==> src/rtl/seed_hit_confidence_controller_defines.svh <==
// assertion macros for the seed hit confidence controller
`ifndef SEED_HIT_CONFIDENCE_CONTROLLER_DEFINES_SVH
`define SEED_HIT_CONFIDENCE_CONTROLLER_DEFINES_SVH

// same-cycle implication, off during reset
`define SHCC_ASSERT_NOW(label, clk, rst, ante, cons) \
  label: assert property (@(posedge clk) disable iff (rst) (ante) |-> (cons)) \
    else $error("shcc assertion failed");

// next-cycle implication, off during reset
`define SHCC_ASSERT_NEXT(label, clk, rst, ante, cons) \
  label: assert property (@(posedge clk) disable iff (rst) (ante) |=> (cons)) \
    else $error("shcc assertion failed");

`endif

==> src/rtl/shcc_pkg.sv <==
// shared types and constants for the seed hit confidence controller
`default_nettype none

package shcc_pkg;

  localparam int DIST_WIDTH_DEF = 16;
  localparam int POS_WIDTH_DEF  = 32;

  localparam int ED_MAX_WIDTH    = 10;
  localparam int CONF_WIDTH      = 8;
  localparam int SEED_CNT_WIDTH  = 10;
  localparam int CFG_IDX_WIDTH   = 2;
  localparam int CFG_DATA_WIDTH  = 10;

  localparam logic [CFG_IDX_WIDTH-1:0] CFG_ED_MAX     = 2'd0;
  localparam logic [CFG_IDX_WIDTH-1:0] CFG_CONFIDENCE = 2'd1;
  localparam logic [CFG_IDX_WIDTH-1:0] CFG_SEED_TOTAL = 2'd2;

  localparam logic [ED_MAX_WIDTH-1:0]   ED_MAX_RST     = 10'd8;
  localparam logic [CONF_WIDTH-1:0]     CONFIDENCE_RST = 8'd2;
  localparam logic [SEED_CNT_WIDTH-1:0] SEED_TOTAL_RST = 10'd4;

  typedef enum logic [1:0] {
    VERDICT_CONTINUE = 2'd0,
    VERDICT_SINGLE   = 2'd1,
    VERDICT_MULTI    = 2'd2,
    VERDICT_NONE     = 2'd3
  } verdict_t;

  typedef struct packed {
    logic [ED_MAX_WIDTH-1:0]   ed_max;
    logic [CONF_WIDTH-1:0]     confidence;
    logic [SEED_CNT_WIDTH-1:0] seed_total;
  } cfg_t;

endpackage

`default_nettype wire

==> src/rtl/shcc_limit.sv <==
// distance limit for the next seed, from the tracked best and second best
`default_nettype none

module shcc_limit #(
  parameter int DIST_WIDTH = shcc_pkg::DIST_WIDTH_DEF
) (
  input  logic [DIST_WIDTH-1:0] best_dist,
  input  logic [DIST_WIDTH-1:0] second_dist,
  input  shcc_pkg::cfg_t        cfg,
  output logic [DIST_WIDTH-1:0] limit
);

  localparam int SUM_WIDTH =
    ((DIST_WIDTH > shcc_pkg::SEED_CNT_WIDTH) ? DIST_WIDTH : shcc_pkg::SEED_CNT_WIDTH) + 1;

  logic [SUM_WIDTH-1:0] best_ext;
  logic [SUM_WIDTH-1:0] second_ext;
  logic [SUM_WIDTH-1:0] ed_max_ext;
  logic [SUM_WIDTH-1:0] conf_ext;
  logic [SUM_WIDTH-1:0] best_conf;
  logic [SUM_WIDTH-1:0] base;
  logic [SUM_WIDTH-1:0] base_dec;

  always_comb begin
    best_ext   = SUM_WIDTH'(best_dist);
    second_ext = SUM_WIDTH'(second_dist);
    ed_max_ext = SUM_WIDTH'(cfg.ed_max);
    conf_ext   = SUM_WIDTH'(cfg.confidence);
    best_conf  = best_ext + conf_ext;

    if (best_ext > ed_max_ext) begin
      base = ed_max_ext + conf_ext;
    end else if (second_ext >= best_conf) begin
      base = best_conf;
    end else begin
      base = best_ext;
    end

    base_dec = base - SUM_WIDTH'(1);

    // floor at zero, ceiling at all ones
    if (base == '0) begin
      limit = '0;
    end else if (base_dec[SUM_WIDTH-1:DIST_WIDTH] != '0) begin
      limit = '1;
    end else begin
      limit = base_dec[DIST_WIDTH-1:0];
    end
  end

endmodule

`default_nettype wire

==> src/rtl/shcc_track.sv <==
// best / second-best tracking state, seed count and verdict logic
`default_nettype none
`include "seed_hit_confidence_controller_defines.svh"

module shcc_track #(
  parameter int DIST_WIDTH = shcc_pkg::DIST_WIDTH_DEF,
  parameter int POS_WIDTH  = shcc_pkg::POS_WIDTH_DEF
) (
  input  logic                  clk,
  input  logic                  rst,
  input  logic                  step,
  input  logic [DIST_WIDTH-1:0] new_distance,
  input  logic [POS_WIDTH-1:0]  new_position,
  input  logic                  last_seed,
  input  shcc_pkg::cfg_t        cfg,
  output shcc_pkg::verdict_t    verdict,
  output logic [DIST_WIDTH-1:0] best_distance,
  output logic [POS_WIDTH-1:0]  best_position,
  output logic [DIST_WIDTH-1:0] lim_best,
  output logic [DIST_WIDTH-1:0] lim_second
);

  localparam int SUM_WIDTH =
    ((DIST_WIDTH > shcc_pkg::SEED_CNT_WIDTH) ? DIST_WIDTH : shcc_pkg::SEED_CNT_WIDTH) + 1;

  logic [DIST_WIDTH-1:0]               best_dist;
  logic [POS_WIDTH-1:0]                best_pos;
  logic [DIST_WIDTH-1:0]               second_dist;
  logic [POS_WIDTH-1:0]                second_pos;
  logic [shcc_pkg::SEED_CNT_WIDTH-1:0] seed_count;

  logic [DIST_WIDTH-1:0]               best_dist_upd;
  logic [POS_WIDTH-1:0]                best_pos_upd;
  logic [DIST_WIDTH-1:0]               second_dist_upd;
  logic [POS_WIDTH-1:0]                second_pos_upd;
  logic [shcc_pkg::SEED_CNT_WIDTH-1:0] seed_count_upd;

  logic [DIST_WIDTH-1:0]               best_dist_next;
  logic [POS_WIDTH-1:0]                best_pos_next;
  logic [DIST_WIDTH-1:0]               second_dist_next;
  logic [POS_WIDTH-1:0]                second_pos_next;
  logic [shcc_pkg::SEED_CNT_WIDTH-1:0] seed_count_next;

  logic [SUM_WIDTH-1:0] best_ext;
  logic [SUM_WIDTH-1:0] second_ext;
  logic [SUM_WIDTH-1:0] conf_ext;
  logic [SUM_WIDTH-1:0] best_conf;
  logic [SUM_WIDTH-1:0] count_ext;
  logic [SUM_WIDTH-1:0] total_ext;
  logic                 early_multi;
  logic                 ended;
  logic                 within_max;

  always_comb begin
    best_dist_upd   = best_dist;
    best_pos_upd    = best_pos;
    second_dist_upd = second_dist;
    second_pos_upd  = second_pos;

    if (new_distance < best_dist) begin
      second_dist_upd = best_dist;
      second_pos_upd  = best_pos;
      best_dist_upd   = new_distance;
      best_pos_upd    = new_position;
    end else if (new_distance > best_dist && new_distance < second_dist) begin
      second_dist_upd = new_distance;
      second_pos_upd  = new_position;
    end

    if (seed_count < cfg.seed_total) begin
      seed_count_upd = seed_count + shcc_pkg::SEED_CNT_WIDTH'(1);
    end else begin
      seed_count_upd = seed_count;
    end

    best_ext   = SUM_WIDTH'(best_dist_upd);
    second_ext = SUM_WIDTH'(second_dist_upd);
    conf_ext   = SUM_WIDTH'(cfg.confidence);
    best_conf  = best_ext + conf_ext;
    count_ext  = SUM_WIDTH'(seed_count_upd);
    total_ext  = SUM_WIDTH'(cfg.seed_total);
    within_max = best_ext <= SUM_WIDTH'(cfg.ed_max);

    // two near-equal hits already below the margin
    early_multi = (best_ext < conf_ext) && (second_ext < best_conf);
    ended = !early_multi &&
            ((count_ext >= best_conf) ||
             ((seed_count_upd == cfg.seed_total) && (best_ext > total_ext)) ||
             last_seed);

    if (early_multi) begin
      verdict = shcc_pkg::VERDICT_MULTI;
    end else if (ended) begin
      if (within_max && second_ext >= best_conf) begin
        verdict = shcc_pkg::VERDICT_SINGLE;
      end else if (within_max) begin
        verdict = shcc_pkg::VERDICT_MULTI;
      end else begin
        verdict = shcc_pkg::VERDICT_NONE;
      end
    end else begin
      verdict = shcc_pkg::VERDICT_CONTINUE;
    end

    // a verdict closes the read
    if (verdict != shcc_pkg::VERDICT_CONTINUE) begin
      best_dist_next   = '1;
      best_pos_next    = '0;
      second_dist_next = '1;
      second_pos_next  = '0;
      seed_count_next  = '0;
    end else begin
      best_dist_next   = best_dist_upd;
      best_pos_next    = best_pos_upd;
      second_dist_next = second_dist_upd;
      second_pos_next  = second_pos_upd;
      seed_count_next  = seed_count_upd;
    end
  end

  assign best_distance = best_dist_upd;
  assign best_position = best_pos_upd;
  assign lim_best      = best_dist_next;
  assign lim_second    = second_dist_next;

  always_ff @(posedge clk) begin
    if (rst) begin
      best_dist   <= '1;
      best_pos    <= '0;
      second_dist <= '1;
      second_pos  <= '0;
      seed_count  <= '0;
    end else if (step) begin
      best_dist   <= best_dist_next;
      best_pos    <= best_pos_next;
      second_dist <= second_dist_next;
      second_pos  <= second_pos_next;
      seed_count  <= seed_count_next;
    end
  end

  `SHCC_ASSERT_NOW(a_best_not_above_second, clk, rst, 1'b1, best_dist <= second_dist)
  `SHCC_ASSERT_NEXT(a_clear_after_verdict, clk, rst, step && verdict != shcc_pkg::VERDICT_CONTINUE, best_dist == '1 && second_dist == '1 && seed_count == '0)
  `SHCC_ASSERT_NEXT(a_count_steps_by_one, clk, rst, step, seed_count == '0 || seed_count == $past(seed_count) || seed_count == $past(seed_count) + shcc_pkg::SEED_CNT_WIDTH'(1))

endmodule

`default_nettype wire

==> src/rtl/seed_hit_confidence_controller.sv <==
// throughput: one item per cycle while not stalled by out_ready, set by the single pass from
// input register to result register; the tracking state is updated in the same pass, so
// back-to-back seeds see it at once
// reset: synchronous, clears both pipeline stages and the tracking state,
// and loads the registers with ed_max 8, confidence 2, seed total 4
`default_nettype none
`include "seed_hit_confidence_controller_defines.svh"

module seed_hit_confidence_controller #(
  parameter int DIST_WIDTH = shcc_pkg::DIST_WIDTH_DEF,
  parameter int POS_WIDTH  = shcc_pkg::POS_WIDTH_DEF
) (
  input  logic                                 clk,
  input  logic                                 rst,
  input  logic                                 in_valid,
  output logic                                 in_ready,
  input  logic [DIST_WIDTH-1:0]                new_distance,
  input  logic [POS_WIDTH-1:0]                 new_position,
  input  logic                                 last_seed,
  output logic                                 out_valid,
  input  logic                                 out_ready,
  output logic [DIST_WIDTH-1:0]                next_limit,
  output logic [1:0]                           verdict,
  output logic [POS_WIDTH-1:0]                 best_position,
  output logic [DIST_WIDTH-1:0]                best_distance,
  input  logic                                 cfg_valid,
  output logic                                 cfg_ready,
  input  logic [shcc_pkg::CFG_IDX_WIDTH-1:0]   cfg_index,
  input  logic [shcc_pkg::CFG_DATA_WIDTH-1:0]  cfg_data
);

  shcc_pkg::cfg_t cfg;

  logic                  in_q_valid;
  logic [DIST_WIDTH-1:0] in_q_dist;
  logic [POS_WIDTH-1:0]  in_q_pos;
  logic                  in_q_last;
  logic                  advance;

  shcc_pkg::verdict_t    step_verdict;
  logic [DIST_WIDTH-1:0] step_best_dist;
  logic [POS_WIDTH-1:0]  step_best_pos;
  logic [DIST_WIDTH-1:0] lim_best;
  logic [DIST_WIDTH-1:0] lim_second;
  logic [DIST_WIDTH-1:0] step_limit;

  shcc_pkg::verdict_t    res_verdict;
  logic [DIST_WIDTH-1:0] res_limit;
  logic [POS_WIDTH-1:0]  res_pos;
  logic [DIST_WIDTH-1:0] res_dist;

  assign cfg_ready = 1'b1;

  always_ff @(posedge clk) begin
    if (rst) begin
      cfg.ed_max     <= shcc_pkg::ED_MAX_RST;
      cfg.confidence <= shcc_pkg::CONFIDENCE_RST;
      cfg.seed_total <= shcc_pkg::SEED_TOTAL_RST;
    end else if (cfg_valid && cfg_ready) begin
      case (cfg_index)
        shcc_pkg::CFG_ED_MAX: begin
          cfg.ed_max <= cfg_data[shcc_pkg::ED_MAX_WIDTH-1:0];
        end
        shcc_pkg::CFG_CONFIDENCE: begin
          cfg.confidence <= cfg_data[shcc_pkg::CONF_WIDTH-1:0];
        end
        shcc_pkg::CFG_SEED_TOTAL: begin
          cfg.seed_total <= cfg_data[shcc_pkg::SEED_CNT_WIDTH-1:0];
        end
        default: begin
        end
      endcase
    end
  end

  // input stage moves on whenever the result register is free or being drained
  assign advance  = in_q_valid && (!out_valid || out_ready);
  assign in_ready = !in_q_valid || advance;

  always_ff @(posedge clk) begin
    if (rst) begin
      in_q_valid <= 1'b0;
    end else if (in_ready) begin
      in_q_valid <= in_valid;
    end
  end

  always_ff @(posedge clk) begin
    if (in_valid && in_ready) begin
      in_q_dist <= new_distance;
      in_q_pos  <= new_position;
      in_q_last <= last_seed;
    end
  end

  shcc_track #(
    .DIST_WIDTH (DIST_WIDTH),
    .POS_WIDTH  (POS_WIDTH)
  ) u_track (
    .clk           (clk),
    .rst           (rst),
    .step          (advance),
    .new_distance  (in_q_dist),
    .new_position  (in_q_pos),
    .last_seed     (in_q_last),
    .cfg           (cfg),
    .verdict       (step_verdict),
    .best_distance (step_best_dist),
    .best_position (step_best_pos),
    .lim_best      (lim_best),
    .lim_second    (lim_second)
  );

  shcc_limit #(
    .DIST_WIDTH (DIST_WIDTH)
  ) u_limit (
    .best_dist   (lim_best),
    .second_dist (lim_second),
    .cfg         (cfg),
    .limit       (step_limit)
  );

  always_ff @(posedge clk) begin
    if (rst) begin
      out_valid <= 1'b0;
    end else if (!out_valid || out_ready) begin
      out_valid <= in_q_valid;
    end
  end

  always_ff @(posedge clk) begin
    if (advance) begin
      res_verdict <= step_verdict;
      res_limit   <= step_limit;
      res_pos     <= step_best_pos;
      res_dist    <= step_best_dist;
    end
  end

  assign next_limit    = res_limit;
  assign verdict       = res_verdict;
  assign best_position = res_pos;
  assign best_distance = res_dist;

  `SHCC_ASSERT_NEXT(a_input_stage_holds, clk, rst, in_q_valid && !advance, in_q_valid)
  `SHCC_ASSERT_NEXT(a_result_loads, clk, rst, advance, out_valid)
  `SHCC_ASSERT_NOW(a_no_advance_when_blocked, clk, rst, out_valid && !out_ready, !advance && (in_ready == !in_q_valid))

endmodule

`default_nettype wire

==> config.mk <==
export PLATFORM = sky130hd
export DESIGN_NAME = seed_hit_confidence_controller
export DESIGN_NICKNAME = d
export VERILOG_FILES = /design/src/rtl/shcc_pkg.sv /design/src/rtl/shcc_limit.sv /design/src/rtl/shcc_track.sv /design/src/rtl/seed_hit_confidence_controller.sv
export VERILOG_INCLUDE_DIRS = /design/src /design/src/rtl
export SDC_FILE = /design/constraint.sdc
export NUM_CORES = 1
export LEC_CHECK = 0
export ABC_AREA = 0
export BUFFER_PORTS_ARGS = -buffer_cell sky130_fd_sc_hd__buf_2
export CAP_MARGIN = 20
export CORE_MARGIN = 1
export CORE_UTILIZATION = 25
export CTS_BUF_LIST = sky130_fd_sc_hd__clkbuf_4 sky130_fd_sc_hd__clkbuf_8 sky130_fd_sc_hd__clkbuf_16
export CTS_CLUSTER_SIZE = 8
export DETAILED_ROUTE_END_ITERATION = 16
export GPL_ROUTABILITY_DRIVEN = 0
export GPL_TIMING_DRIVEN = 0
export SLEW_MARGIN = 25
export SYNTH_ARGS = -nofsm -noshare
export SYNTH_HDL_FRONTEND = slang
export SYNTH_SLANG_ARGS = --single-unit
==> constraint.sdc <==
create_clock -name clk -period 18.75 [get_ports clk]
set_input_delay 0.9375 -clock clk [delete_from_list [all_inputs] [get_ports clk]]
set_output_delay 0.9375 -clock clk [all_outputs]
set_load 0.005 [all_outputs]
# Word level (Yosys, flattened, before mapping)
# Cells that the tools add are included.
[classes] n_mux=16 reduce_logical=20 addsub=5 eq_ne=3 order_cmp=12
[ops] cell="$mux W16" n=6
[ops] cell="$mux W32" n=2
[ops] cell="$add A16 B8 Y17" n=2
[ops] cell="$ge A16 B17 Y1" n=2
[ops] cell="$mux W17" n=2
[ops] cell="$gt A16 B10 Y1" n=2
[ops] cell="$lt A16 B16 Y1" n=2
[ops] cell="$mux W10" n=2
[ops] cell="$ge A10 B17 Y1" n=1
[ops] cell="$logic_not A17 Y1" n=1
[ops] cell="$lt A16 B17 Y1" n=1
[ops] cell="$sub A17 B1 Y17 const B" n=1
[ops] cell="$gt A16 B16 Y1" n=1
[ops] cell="$le A16 B10 Y1" n=1
[ops] cell="$lt A16 B8 Y1" n=1
[ops] cell="$add A10 B8 Y11" n=1
[ops] cell="$add A10 B1 Y10 const B" n=1
[ops] cell="$eq A10 B10 Y1" n=1
[ops] cell="$lt A10 B10 Y1" n=1
[ops] cell="$logic_and A1 B1 Y1" n=7
[ops] cell="$mux W2" n=3
[ops] cell="$reduce_and A2 Y1" n=3
[ops] cell="$logic_or A1 B1 Y1" n=4
[ops] cell="$logic_not A1 Y1" n=3
[ops] cell="other kinds (5)" n=5
[totals] in_bits=66 wordCells=72 ff_bits=219

# Logic depth before layout (Yosys ltp)
# Gate-level depths: netlist (run 1).
[logic_depth] ltp_word=18 ltp_mapped=58

# Modules after synthesis
# Synthesis (run 1) repeated with hierarchy kept, for this count alone.
[hier_totals] cells_unflattened=1468 area_unflattened_um2=14191.1
[by_module_without_submodules] mod="shcc_track" n_inst=1 cells_per_inst=942 seq_area_each_um2=1481.4 area_each_um2=7270.7
[by_module_without_submodules] mod="seed_hit_confidence_controller" n_inst=1 cells_per_inst=236 seq_area_each_um2=4053.9 area_each_um2=4707.0
[by_module_without_submodules] mod="shcc_limit" n_inst=1 cells_per_inst=290 seq_area_each_um2=0.0 area_each_um2=2213.4

# Worst setup path after synthesis (run 1)
# OpenSTA, ideal clock, no wires.
[synth_timing] path_kind="register -> register" startpoint="register u_track.best_dist[11]" endpoint="register res_limit[3] (netlist: next_limit[3]), data pin" path_buffers=6 path_stages_with_launch=57 synth_period_minus_slack_ps=10354 t_required_ps=18476 arrival_ps=10079 slack_ps=8396 path_cell_list="dfxtp_1 clkbuf_1 inv_1 ha_1 nand4_1 a2111oi_4 nor3_2 buf_6 buf_6 mux2i_2 inv_1 ha_1 inv_1 fa_1 o21ba_1 o311a_1 or3_1 buf_2 [... 21 more ...] a21oi_1 o21bai_1 a31oi_1 o21ai_0 o21ai_0 ha_1 a21o_1 a21o_1 a21oi_1 nor2_1 a2111oi_0 a32o_1 buf_2 nand2_1 o32ai_1 nand2_1 mux2i_4 a221oi_2"
[synth_between] elab_cells_between_ends=35 classes_between="3 x add/sub; 10 x order compare; 12 x mux; 10 x reduce/logical"
[synth_lines] element="start, declared" line="shcc_track.sv:26" rtl="logic [DIST_WIDTH-1:0] best_dist;"
[synth_lines] element="start signal, assigned" line="shcc_track.sv:134" rtl="best_dist <= best_dist_next;"
[synth_lines] element="$lt A16 B16 Y1 *" line="shcc_track.sv:60" rtl="if (new_distance < best_dist) begin"
[synth_lines] element="$mux W16 *" line="shcc_track.sv:60"
[synth_lines] element="named net step_best_dist[0]" line="seed_hit_confidence_controller.sv:41" rtl="logic [DIST_WIDTH-1:0] step_best_dist;"
[synth_lines] element="$add A16 B8 Y17 / $gt A16 B10 Y1 (equally long branches)" line="shcc_track.sv:79, shcc_track.sv:88"
[synth_lines] element="$lt A16 B17 Y1, or another cell as far along" line="shcc_track.sv:85" rtl="early_multi = (best_ext < conf_ext) && (second_ext < best_conf);"
[synth_lines] element="$logic_and A1 B1 Y1 / $logic_or A1 B1 Y1 (equally long branches)" line="shcc_track.sv:85, shcc_track.sv:87"
[synth_lines] element="$logic_not A1 Y1 / $logic_or A1 B1 Y1 (equally long branches)" line="shcc_track.sv:86, shcc_track.sv:88"
[synth_lines] element="$logic_and A1 B1 Y1" line="shcc_track.sv:86" rtl="ended = !early_multi &&"
[synth_lines] element="[... 3 more ...]"
[synth_lines] element="$mux W16 *" line="shcc_track.sv:106" rtl="if (verdict != shcc_pkg::VERDICT_CONTINUE) begin"
[synth_lines] element="named net lim_best[0]" line="seed_hit_confidence_controller.sv:43" rtl="logic [DIST_WIDTH-1:0] lim_best;"
[synth_lines] element="$add A16 B8 Y17" line="shcc_limit.sv:29" rtl="best_conf = best_ext + conf_ext;"
[synth_lines] element="$ge A16 B17 Y1" line="shcc_limit.sv:33" rtl="end else if (second_ext >= best_conf) begin"
[synth_lines] element="$mux W17" line="shcc_limit.sv:33"
[synth_lines] element="$mux W17 *" line="shcc_limit.sv:31" rtl="if (best_ext > ed_max_ext) begin"
[synth_lines] element="$sub A17 B1 Y17" line="shcc_limit.sv:39" rtl="base_dec = base - SUM_WIDTH'(1);"
[synth_lines] element="$mux W16" line="shcc_limit.sv:44" rtl="end else if (base_dec[SUM_WIDTH-1:DIST_WIDTH] != '0) begin"
[synth_lines] element="end signal, assigned" line="seed_hit_confidence_controller.sv:134" rtl="res_limit <= step_limit;"
[synth_lines] element="end, declared" line="seed_hit_confidence_controller.sv:48" rtl="logic [DIST_WIDTH-1:0] res_limit;"
# The timed path passes the listed nets; every way through them passes the cells marked *.
# A chain may end at the register's enable or synchronous reset.

# Worst setup path after layout (run 1)
[layout_timing] startpoint="register u_track.best_dist[11]" endpoint="register res_limit[7] (netlist: next_limit[7]), data pin"
[layout_between] elab_cells_between_ends=35 classes_between="3 x add/sub; 10 x order compare; 12 x mux; 10 x reduce/logical"
[layout_lines] element="$lt A16 B16 Y1 *" line="shcc_track.sv:60"
[layout_lines] element="$mux W16 *" line="shcc_track.sv:60"
[layout_lines] element="named net step_best_dist[5]" line="seed_hit_confidence_controller.sv:41"
[layout_lines] element="$add A16 B8 Y17 / $gt A16 B10 Y1 (equally long branches)" line="shcc_track.sv:79, shcc_track.sv:88"
[layout_lines] element="$lt A16 B17 Y1, or another cell as far along" line="shcc_track.sv:85"
[layout_lines] element="$logic_and A1 B1 Y1 / $logic_or A1 B1 Y1 (equally long branches)" line="shcc_track.sv:85, shcc_track.sv:87"
[layout_lines] element="$logic_not A1 Y1 / $logic_or A1 B1 Y1 (equally long branches)" line="shcc_track.sv:86, shcc_track.sv:88"
[layout_lines] element="$logic_and A1 B1 Y1" line="shcc_track.sv:86"
[layout_lines] element="[... 3 more ...]"
[layout_lines] element="$mux W16 *" line="shcc_track.sv:106"
[layout_lines] element="named net lim_best[0]" line="seed_hit_confidence_controller.sv:43"
[layout_lines] element="$add A16 B8 Y17" line="shcc_limit.sv:29"
[layout_lines] element="$ge A16 B17 Y1" line="shcc_limit.sv:33"
[layout_lines] element="$mux W17" line="shcc_limit.sv:33"
[layout_lines] element="$mux W17 *" line="shcc_limit.sv:31"
[layout_lines] element="$sub A17 B1 Y17" line="shcc_limit.sv:39"
[layout_lines] element="$mux W16" line="shcc_limit.sv:44"
# Marks and branches as above.

==> metrics.md, run 1 <==
| Metric | Value |
|---|---|
| Period minus WS final | ~13 ns |
| Worst slew pin tran | 0.942 ns |
| Post-CTS Hold Buffers | 0 |
| Highest fanout seen on the critical path | 10 |
| Pwr Density | approximately 84 nW/µm² |
| Synth Warn # | 0 |
| Largest stage delay, worst path | 0.54 ns |
| Worst Skew | 0.0202 ns |
| Gate Count Post-Synth | 1592 |
| Root Driver | clkbuf_16 |
| First-pass GRT wire length | 73.0 mm |
| DRT Pass-1 Iters | 9 |
| Most frequent cell after synthesis | nand2_1 |
| Final core area utilization | 0.301 |
| Routed via count | 12900 |
| Core area | 56700 µm² |
| Detailed Route WL | 48.2 mm |
| Dominant synthesized flop cell | edfxtp_1 |
| Setup_tns | 0 ns |
| Final number of max-transition violations | 0 |
| Number of flops mapped to enable cells by yosys | 115 |
| GRT Overall Usage | 0.159 |
| CTS tree | done |
| # fillers | 5947 |
| Final setup fails | 0 |
| Synth area leaders | edfxtp_1, dfxtp_1, ha_1 |
| Leakage Power | 7.21 nW |
| Detailed Place HPWL | between 30 and 40 mm |
| Initial drt markers | 1258 |
| Chip Width | ~240 µm |
| Largest net degree at the start of global routing | 46 |
| Worst skew pair latency | 0.60 ns |
| Antenna viol nets, final | 0 |
| Cell family with most CP delay | compound AO/OA/AOI/OAI gates |
| FF+latch count, synth | 219 |
| CTS Sinks | 219 |
| Layout cells sized above 1 | 0.145 |
| Register area share after synthesis | 0.384 |
| Final worst path period share | 0.718 |
| Post-CTS setup buffers | 0 |
| Ant diodes | 0 |
| Ys async rst share | 0 |
| Io pins | 135 |
| Site Rows | between 80 and 90 |
| Worst setup EP type | flip-flop |
| Tot Pwr | 1.44 mW |
| CP bufs+invs | 10 |
| Yosys top cell area share | 0.240 |
| Mapped Avg Cell Area | 9.05 µm² |
| VDD IR-drop max | between 0.00006 and 0.00007 V |
| Status | complete, no violations |
| Vias per cell | just over 5 |
| Vias in the first global route | ~13000 |
| Initial Utilization | 0.254 |
| Die Y | 242 µm |
| Hold slack | 0.451 ns |
| Hold Path Class | reg2reg |
| H-tree depth | 1 |
| Area leader, netlist | edfxtp_1 |
| Netlist cell types | 88 |
| # DRC | 0 |
| CP max stage cell | mux2i_1 |
| Top cells by count, synth | nand2_1, ha_1, a21oi_1 |
| Layout Area Growth over Synthesis | 18.6% |
| Max Root-Sink Buffers | 3 |
| Post-cts gate resize count | 0 |
| Clk pin slew, worst setup/hold paths | 0.06 ns |
| Die area | about 60000 µm² |
| Max-cap violations | 0 |
| Startpoint Class | flip-flop |
| Worst EP required | 19.06 ns |
| Avg WL per Cell | 18.9 µm |
| Initial antenna violation count | 0 |
| CP Class | reg2reg |
| Fmax | 0.0743 GHz |
| Fin. Hold Viols | 0 |
| Unrepaired setup endpoints after global routing | no |
| TritonCTS Buffers | 31 |
| Cell Area, Synth | around 14000 µm² |
| Remaining global-route overflow | 0 |
| Port bufs | between 100 and 150 |
| Crit path top cell by count | a21o_1 |
| Nets | between 1500 and 2000 |
| WP data arrival | between 10 and 15 ns |
| Max_slew headroom | 0.354 |
==> worst min-delay path, cell delays in order, from the launching register on <==
cell and delay (ns):
dfxtp_1 0.31, nand2_1 0.05, a21oi_1 0.05
==> path summary, 6_finish.rpt <==
kind,from,to,slack (ns),cells after the start
setup reg to reg,u_track.best_dist[11]$_SDFFE_PP1P_,next_limit[7]$_SDFFCE_PN0P_,5.29,55
hold / removal,u_track.best_pos[25]$_SDFFE_PP0P_,u_track.best_pos[25]$_SDFFE_PP0P_,0.45,2
hold reg to reg,u_track.best_pos[25]$_SDFFE_PP0P_,u_track.best_pos[25]$_SDFFE_PP0P_,0.45,2
setup / recovery,u_track.best_dist[11]$_SDFFE_PP1P_,next_limit[7]$_SDFFCE_PN0P_,5.29,55
==> stage by stage <==
stage | instances | instance area [µm²] | setup slack, ns
finish | 2544 | 17100 | 5.29
global route | 2544 | 17100 | 4.48
CTS | 2544 | 17100 | 5.61
detailed placement | 2486 | 16100 | 5.69
global placement | 2484 | 16000 | 5.88
floorplan | 1596 | 14400 | 8.40
==> flip-flops by register name (all words and copies together), names as in the netlist <==
register,cells
in_q_valid,1
u_track.second_dist,16
best_distance,16
u_track.seed_count,10
out_valid,1
verdict,2
in_q_pos,32
next_limit,16
best_position,32
u_track.best_pos,32
u_track.best_dist,16
in_q_last,1
cfg,28
in_q_dist,16
==> area by class of cell <==
| cell class | instances | area [µm²] | area share |
|---|---|---|---|
| multi-input combinational | 1198 | 8170 | 0.478 |
| tap | 756 | 946 | 0.0553 |
| buffer | 82 | 368 | 0.0215 |
| sequential | 219 | 5540 | 0.324 |
| timing repair buffer | 134 | 708 | 0.0414 |
| clock buffer | 57 | 977 | 0.0572 |
| clock inverter | 1 | 20.0 | 0.00117 |
| inverter | 97 | 364 | 0.0213 |
==> cells in the final DEF, fill, tap and decap left out, types with 39 or more instances in the layout <==
cell type / n
nor2_1: 118
mux2i_1: 50
edfxtp_1: 115
inv_1: 95
ha_1: 143
buf_2: 144
clkbuf_1: 50
nand2_1: 211
a21oi_1: 131
nand3_1: 59
o21ai_0: 62
dfxtp_1: 104
xnor2_1: 39
==> cells by family after synthesis <==
| logic type | after synthesis | share of synthesized area |
|---|---|---|
| AOI/OAI and AO/OA | 379 | 0.179 |
| xor gates and xnor gates | 57 | 0.0356 |
| adders and majority gates | 146 | 0.128 |
| buffers and inverters | 179 | 0.0505 |
| DFF | 219 | 0.384 |
| muxes | 56 | 0.0408 |
| other | 2 | 0.000521 |
| and+or+nand+nor | 554 | 0.181 |
==> routing by layer <==
layer	GRT usage	share of wire
met5	0.00490	0.00071
met4	0.0585	0.034
met3	0.0289	0.066
met2	0.255	0.45
met1	0.212	0.45
==> where the power goes <==
part           leakage [nW]  switching (mW)  internal, mW
clock network         0.514           0.221         0.349
logic                  4.75           0.201         0.120
registers              1.95          0.0171         0.533
total                  7.21           0.439          1.00
(Power assumes the default switching activity.)
==> run 2: changes to the inputs <==
==> constraint.sdc (replaced) <==
create_clock -name clk -period 11.6 [get_ports clk]
set_input_delay 0.58 -clock clk [delete_from_list [all_inputs] [get_ports clk]]
set_output_delay 0.58 -clock clk [all_outputs]
set_load 0.005 [all_outputs]
==> metrics.md, run 2 (synthesis gave the netlist of run 1 again) <==
| Metric | Value |
|---|---|
| Status | complete, no violations |
| Crit path top cell by count | a21o_1 |
| GRT Overall Usage | 0.160 |
| Final setup fails | 0 |
| # DRC | 0 |
| Chip Width | 242 µm |
| Initial antenna violation count | 0 |
| Pwr Density | ~130 nW/µm² |
| Antenna viol nets, final | 0 |
| Vias in the first global route | 12700 |
| Tot Pwr | ~2.4 mW |
| Leakage Power | 7.35 nW |
| Startpoint Class | flip-flop |
| Largest stage delay, worst path | 0.47 ns |
| Setup_tns | 0 ns |
| Worst Skew | around 0.022 ns |
| Detailed Place HPWL | 36.9 mm |
| Layout cells sized above 1 | 0.180 |
| Layout Area Growth over Synthesis | 21.6% |
| CTS Sinks | 219 |
| CP Class | reg2reg |
| Multi-input logic area | 8370 µm² |
| Routed via count | roughly 13000 |
| Clk pin slew, worst setup/hold paths | 0.05 ns |
| Site Rows | 87 |
| Io pins | 135 |
| Vias per cell | 5.05 |
| Worst EP required | 12.02 ns |
| Die Y | 242 µm |
| Nets | around 2000 |
| Die area | 58600 µm² |
| # fillers | roughly 5900 |
| Max Root-Sink Buffers | 3 |
| Detailed Route WL | 48.7 mm |
| DRT Pass-1 Iters | 5 |
| Initial drt markers | ~1200 |
| Remaining global-route overflow | 0 |
| WP data arrival | around 12 ns |
| Fmax | around 0.089 GHz |
| First-pass GRT wire length | 73.3 mm |
| Root Driver | clkbuf_16 |
| Port bufs | ~130 |
| VDD IR-drop max | about 0.00010 V |
| Worst skew pair latency | 0.60 ns |
| Max_slew headroom | 0.344 |
| Avg WL per Cell | roughly 19 µm |
| Period minus WS final | 11.22 ns |
| Ant diodes | 0 |
| Fin. Hold Viols | 0 |
| Worst setup EP type | flip-flop |
| Core area | 56700 µm² |
| CTS tree | done |
| Highest fanout seen on the critical path | 10 |
| Max-cap violations | 0 |
| TritonCTS Buffers | 31 |
| Initial Utilization | 0.254 |
| Final number of max-transition violations | 0 |
| Commonest non-fill, non-tap cell in the layout | nand2_1 |
| Final worst path period share | 0.967 |
| Worst slew pin tran | 0.957 ns |
| Sequential cell area | 5540 µm² |
| H-tree depth | 1 |
| Hold Path Class | in2reg |
| Commonest cells after routing, fill and taps aside | nand2_1, buf_2, ha_1 |
| CP max stage cell | edfxtp_1 |
| Post-CTS Hold Buffers | 0 |
| Largest net degree at the start of global routing | 46 |
[run 2: cell types whose count changed in the layout (fill, tap and decap cells not counted), moves of 3 or more]
cell	previous run	this run
o21ai_0	62	59
buf_4	3	33
a2111oi_0	5	2
mux2i_1	50	44
mux2i_4	1	9
inv_2	2	8
a21oi_2	2	6
dfxtp_2	0	7
dfxtp_1	104	97
clkbuf_1	50	46
inv_1	95	89
a21oi_1	131	127
[run 2: worst max-delay path, delay by kind of cell (launching register included)]
kind            cells  cell delay [ns]
buf+inv             6             1.03
simple gates       15             1.94
compound gates     23             4.92
xor+xnor            1             0.30
mux                 3             0.83
flops               1             0.47
fa+ha+maj           5             1.52
[run 2: through the flow]
stage          hold slack (ns)  instance area [µm²]  cells  setup slack [ns]  utilization
3_5_place_dp             0.445                16100   2486             -1.46        0.284
5_1_grt                  0.137                17500   2570           -0.0708        0.309
3_3_place_gp             0.438                16000   2484             -1.27        0.283
6_report                 0.155                17500   2570             0.379        0.309
2_1_floorplan            0.432                14400   1596              1.25            -
4_1_cts                  0.124                17200   2546           0.00483        0.304
[run 2: cell type report]
type	count	area share
flip-flops and latches	219	0.316
clock inverters	1	0.00114
well taps	756	0.0540
repair buffers	164	0.0535
inverters	97	0.0208
multi-input cells	1198	0.478
plain buffers	78	0.0211
clock buffers	57	0.0557
[run 2: path summary, 6_finish.rpt]
check                                                        from                                 to  slack (ns)  depth (start not counted)
worst max register to register             in_q_dist[1]$_DFFE_PP_        next_limit[4]$_SDFFCE_PN0P_        0.38                         53
worst max-delay path                       in_q_dist[1]$_DFFE_PP_        next_limit[4]$_SDFFCE_PN0P_        0.38                         53
worst min-delay path                              new_distance[5]             in_q_dist[5]$_DFFE_PP_        0.16                          1
worst min register to register  u_track.best_pos[25]$_SDFFE_PP0P_  u_track.best_pos[25]$_SDFFE_PP0P_        0.45                          2
[run 2: what timing repair did]
action                                  in CTS  in global routing
resized for setup                           26                 40
gates cloned                                 0                  1
pin swaps                                    3                  7
buffers inserted                             6                 23
endpoints found under the setup margin      11                 11
[run 2: where the power goes]
part / switching [mW] / internal (mW) / leakage (nW) / total (mW)
clock: 0.358 / 0.564 / 0.514 / 0.923
combinational: 0.337 / 0.214 / 4.90 / 0.551
sequential: 0.0288 / 0.862 / 1.94 / 0.891
total: 0.724 / 1.64 / 7.35 / 2.36
[run 2: per-layer routing]
layer / vias up / track usage / part of all wire
met5: - / 0.00490 / 0.00090
met4: 2 / 0.0558 / 0.035
met3: 128 / 0.0273 / 0.066
met2: 488 / 0.258 / 0.45
met1: 6212 / 0.213 / 0.45
li1: 6159 / - / -
==> run 3: changes to the inputs <==
--- a/config.mk
+++ b/config.mk
@@ -9,6 +9,7 @@
 export ABC_AREA = 0
 export BUFFER_PORTS_ARGS = -buffer_cell sky130_fd_sc_hd__buf_2
 export CAP_MARGIN = 20
+export CORE_ASPECT_RATIO = 0.6
 export CORE_MARGIN = 1
 export CORE_UTILIZATION = 25
 export CTS_BUF_LIST = sky130_fd_sc_hd__clkbuf_4 sky130_fd_sc_hd__clkbuf_8 sky130_fd_sc_hd__clkbuf_16
==> metrics.md, run 3 (synthesis gave the netlist of run 1 again) <==
| Metric | Value |
|---|---|
| Highest fanout seen on the critical path | 10 |
| Final worst path period share | 0.974 |
| Fmax | 0.0885 GHz |
| Die area | around 60000 µm² |
| Post-CTS Hold Buffers | 0 |
| Startpoint Class | flip-flop |
| Clk pin slew, worst setup/hold paths | 0.06 ns |
| CP Class | reg2reg |
| Root Driver | clkbuf_16 |
| Max_slew headroom | 0.314 |
| Layout cells sized above 1 | 0.185 |
| CP max stage cell | edfxtp_1 |
| Vias in the first global route | 12700 |
| Max-cap violations | 0 |
| Core area | 56300 µm² |
| Pwr Density | 136 nW/µm² |
| Hold Path Class | in2reg |
| Hold slack | roughly 0.16 ns |
| Detailed Place HPWL | 38.8 mm |
| Avg WL per Cell | about 20 µm |
| H-tree depth | 1 |
| # DRC | 0 |
| Final number of max-transition violations | 0 |
| Nets | 2003 |
| Site Rows | 67 |
| Routed via count | 13300 |
| Worst Skew | about 0.039 ns |
| Commonest non-fill, non-tap cell in the layout | nand2_1 |
| Initial Utilization | 0.256 |
| Worst skew pair latency | roughly 0.61 ns |
| Detailed Route WL | 51.2 mm |
| Initial antenna violation count | 2 |
| Chip Width | 312 µm |
| Crit path top cell by count | a21o_1 |
| Leakage Power | 7.37 nW |
| GRT Overall Usage | 0.169 |
| Commonest cells after routing, fill and taps aside | nand2_1, ha_1, buf_2 |
| Remaining global-route overflow | 0 |
| VDD IR-drop max | 0.000116 V |
| Status | complete, no violations |
| TritonCTS Buffers | 31 |
| Fin. Hold Viols | 0 |
| Layout Cells excl Fill | 2571 |
| Worst EP required | 12.03 ns |
| WP data arrival | between 10 and 15 ns |
| Setup_tns | 0 ns |
| Max Root-Sink Buffers | 3 |
| Final setup fails | 0 |
| Ant diodes | 0 |
| Largest net degree at the start of global routing | 49 |
| Initial drt markers | roughly 1400 |
| Io pins | 135 |
| Inst Count DP | 2489 |
| Port bufs | approximately 130 |
| Die Y | about 190 µm |
| Vias per cell | 5.16 |
| DRT Pass-1 Iters | 5 |
| Dpl ws | -2.17 ns |
| Setup WS post-layout | 0.301 ns |
| CTS tree | done |
| Antenna viol nets, final | 0 |
| First-pass GRT wire length | 76.6 mm |
| Layout Area Growth over Synthesis | 22.1% |
| Largest stage delay, worst path | 0.48 ns |
| Worst setup EP type | flip-flop |
| Worst slew pin tran | between 0.9 and 1 ns |
| CTS Sinks | around 220 |
| Period minus WS final | roughly 11 ns |
-- run 3: changes by cell type in the layout (fill, tap and decap cells not counted), sizes merged --
| cell | previous run | this run |
|---|---|---|
| clkbuf | 105 | 103 |
-- run 3: through the flow --
step / total power, mW / instance area (µm²) / util
2_1_floorplan: 1.24 / 14400 / -
3_3_place_gp: 1.40 / 16000 / 0.285
3_5_place_dp: 1.42 / 16100 / 0.286
4_1_cts: 2.36 / 17300 / 0.308
5_1_grt: 2.50 / 17600 / 0.312
6_report: 2.39 / 17600 / 0.312
-- run 3: final cells by class --
class	count	area [µm²]
plain buffers	79	384
clock buffers	53	947
clock inverters	1	20.0
fillers	5886	38700
inverters	97	364
multi-input cells	1198	8450
flip-flops and latches	219	5550
well taps	759	950
repair buffers	165	937
-- run 3: timing repair --
item	4_1_cts	5_1_grt
setup buffers	16	14
gates cloned	0	1
resized for setup	52	36
setup endpoints to repair	11	11
pin swaps	7	16
-- run 3: path summary, 6_finish.rpt --
kind                            slack [ns]  cells past startpoint                              start                           endpoint
worst max-delay path                  0.30                     54             in_q_dist[7]$_DFFE_PP_        next_limit[4]$_SDFFCE_PN0P_
worst min-delay path                  0.16                      1                    new_distance[5]             in_q_dist[5]$_DFFE_PP_
worst max register to register        0.30                     54             in_q_dist[7]$_DFFE_PP_        next_limit[4]$_SDFFCE_PN0P_
worst min register to register        0.45                      2  u_track.best_pos[28]$_SDFFE_PP0P_  u_track.best_pos[28]$_SDFFE_PP0P_
-- run 3: power by group --
group / total (mW) / switching [mW] / internal [mW] / leakage (nW)
Combinational: 0.588 / 0.365 / 0.223 / 4.93
Sequential: 0.890 / 0.0283 / 0.862 / 1.94
Clock: 0.911 / 0.360 / 0.551 / 0.496
Total: 2.39 / 0.754 / 1.64 / 7.37
-- run 3: worst max-delay path: cells and delay by family (launching register included) --
family	cells	cell delay (ns)
compound gates	23	4.72
simple gates	15	2.07
fa+ha+maj	5	1.48
buf+inv	7	1.29
mux	3	0.93
flops	1	0.48
xor+xnor	1	0.13
-- run 3: metal layers --
layer,up-vias,wire length (µm),global-route usage
met2,660,19800,0.232
met3,97,6660,0.0637
met1,6368,23700,0.246
met5,-,22,0
li1,6149,-,-
met4,4,1060,0.0343
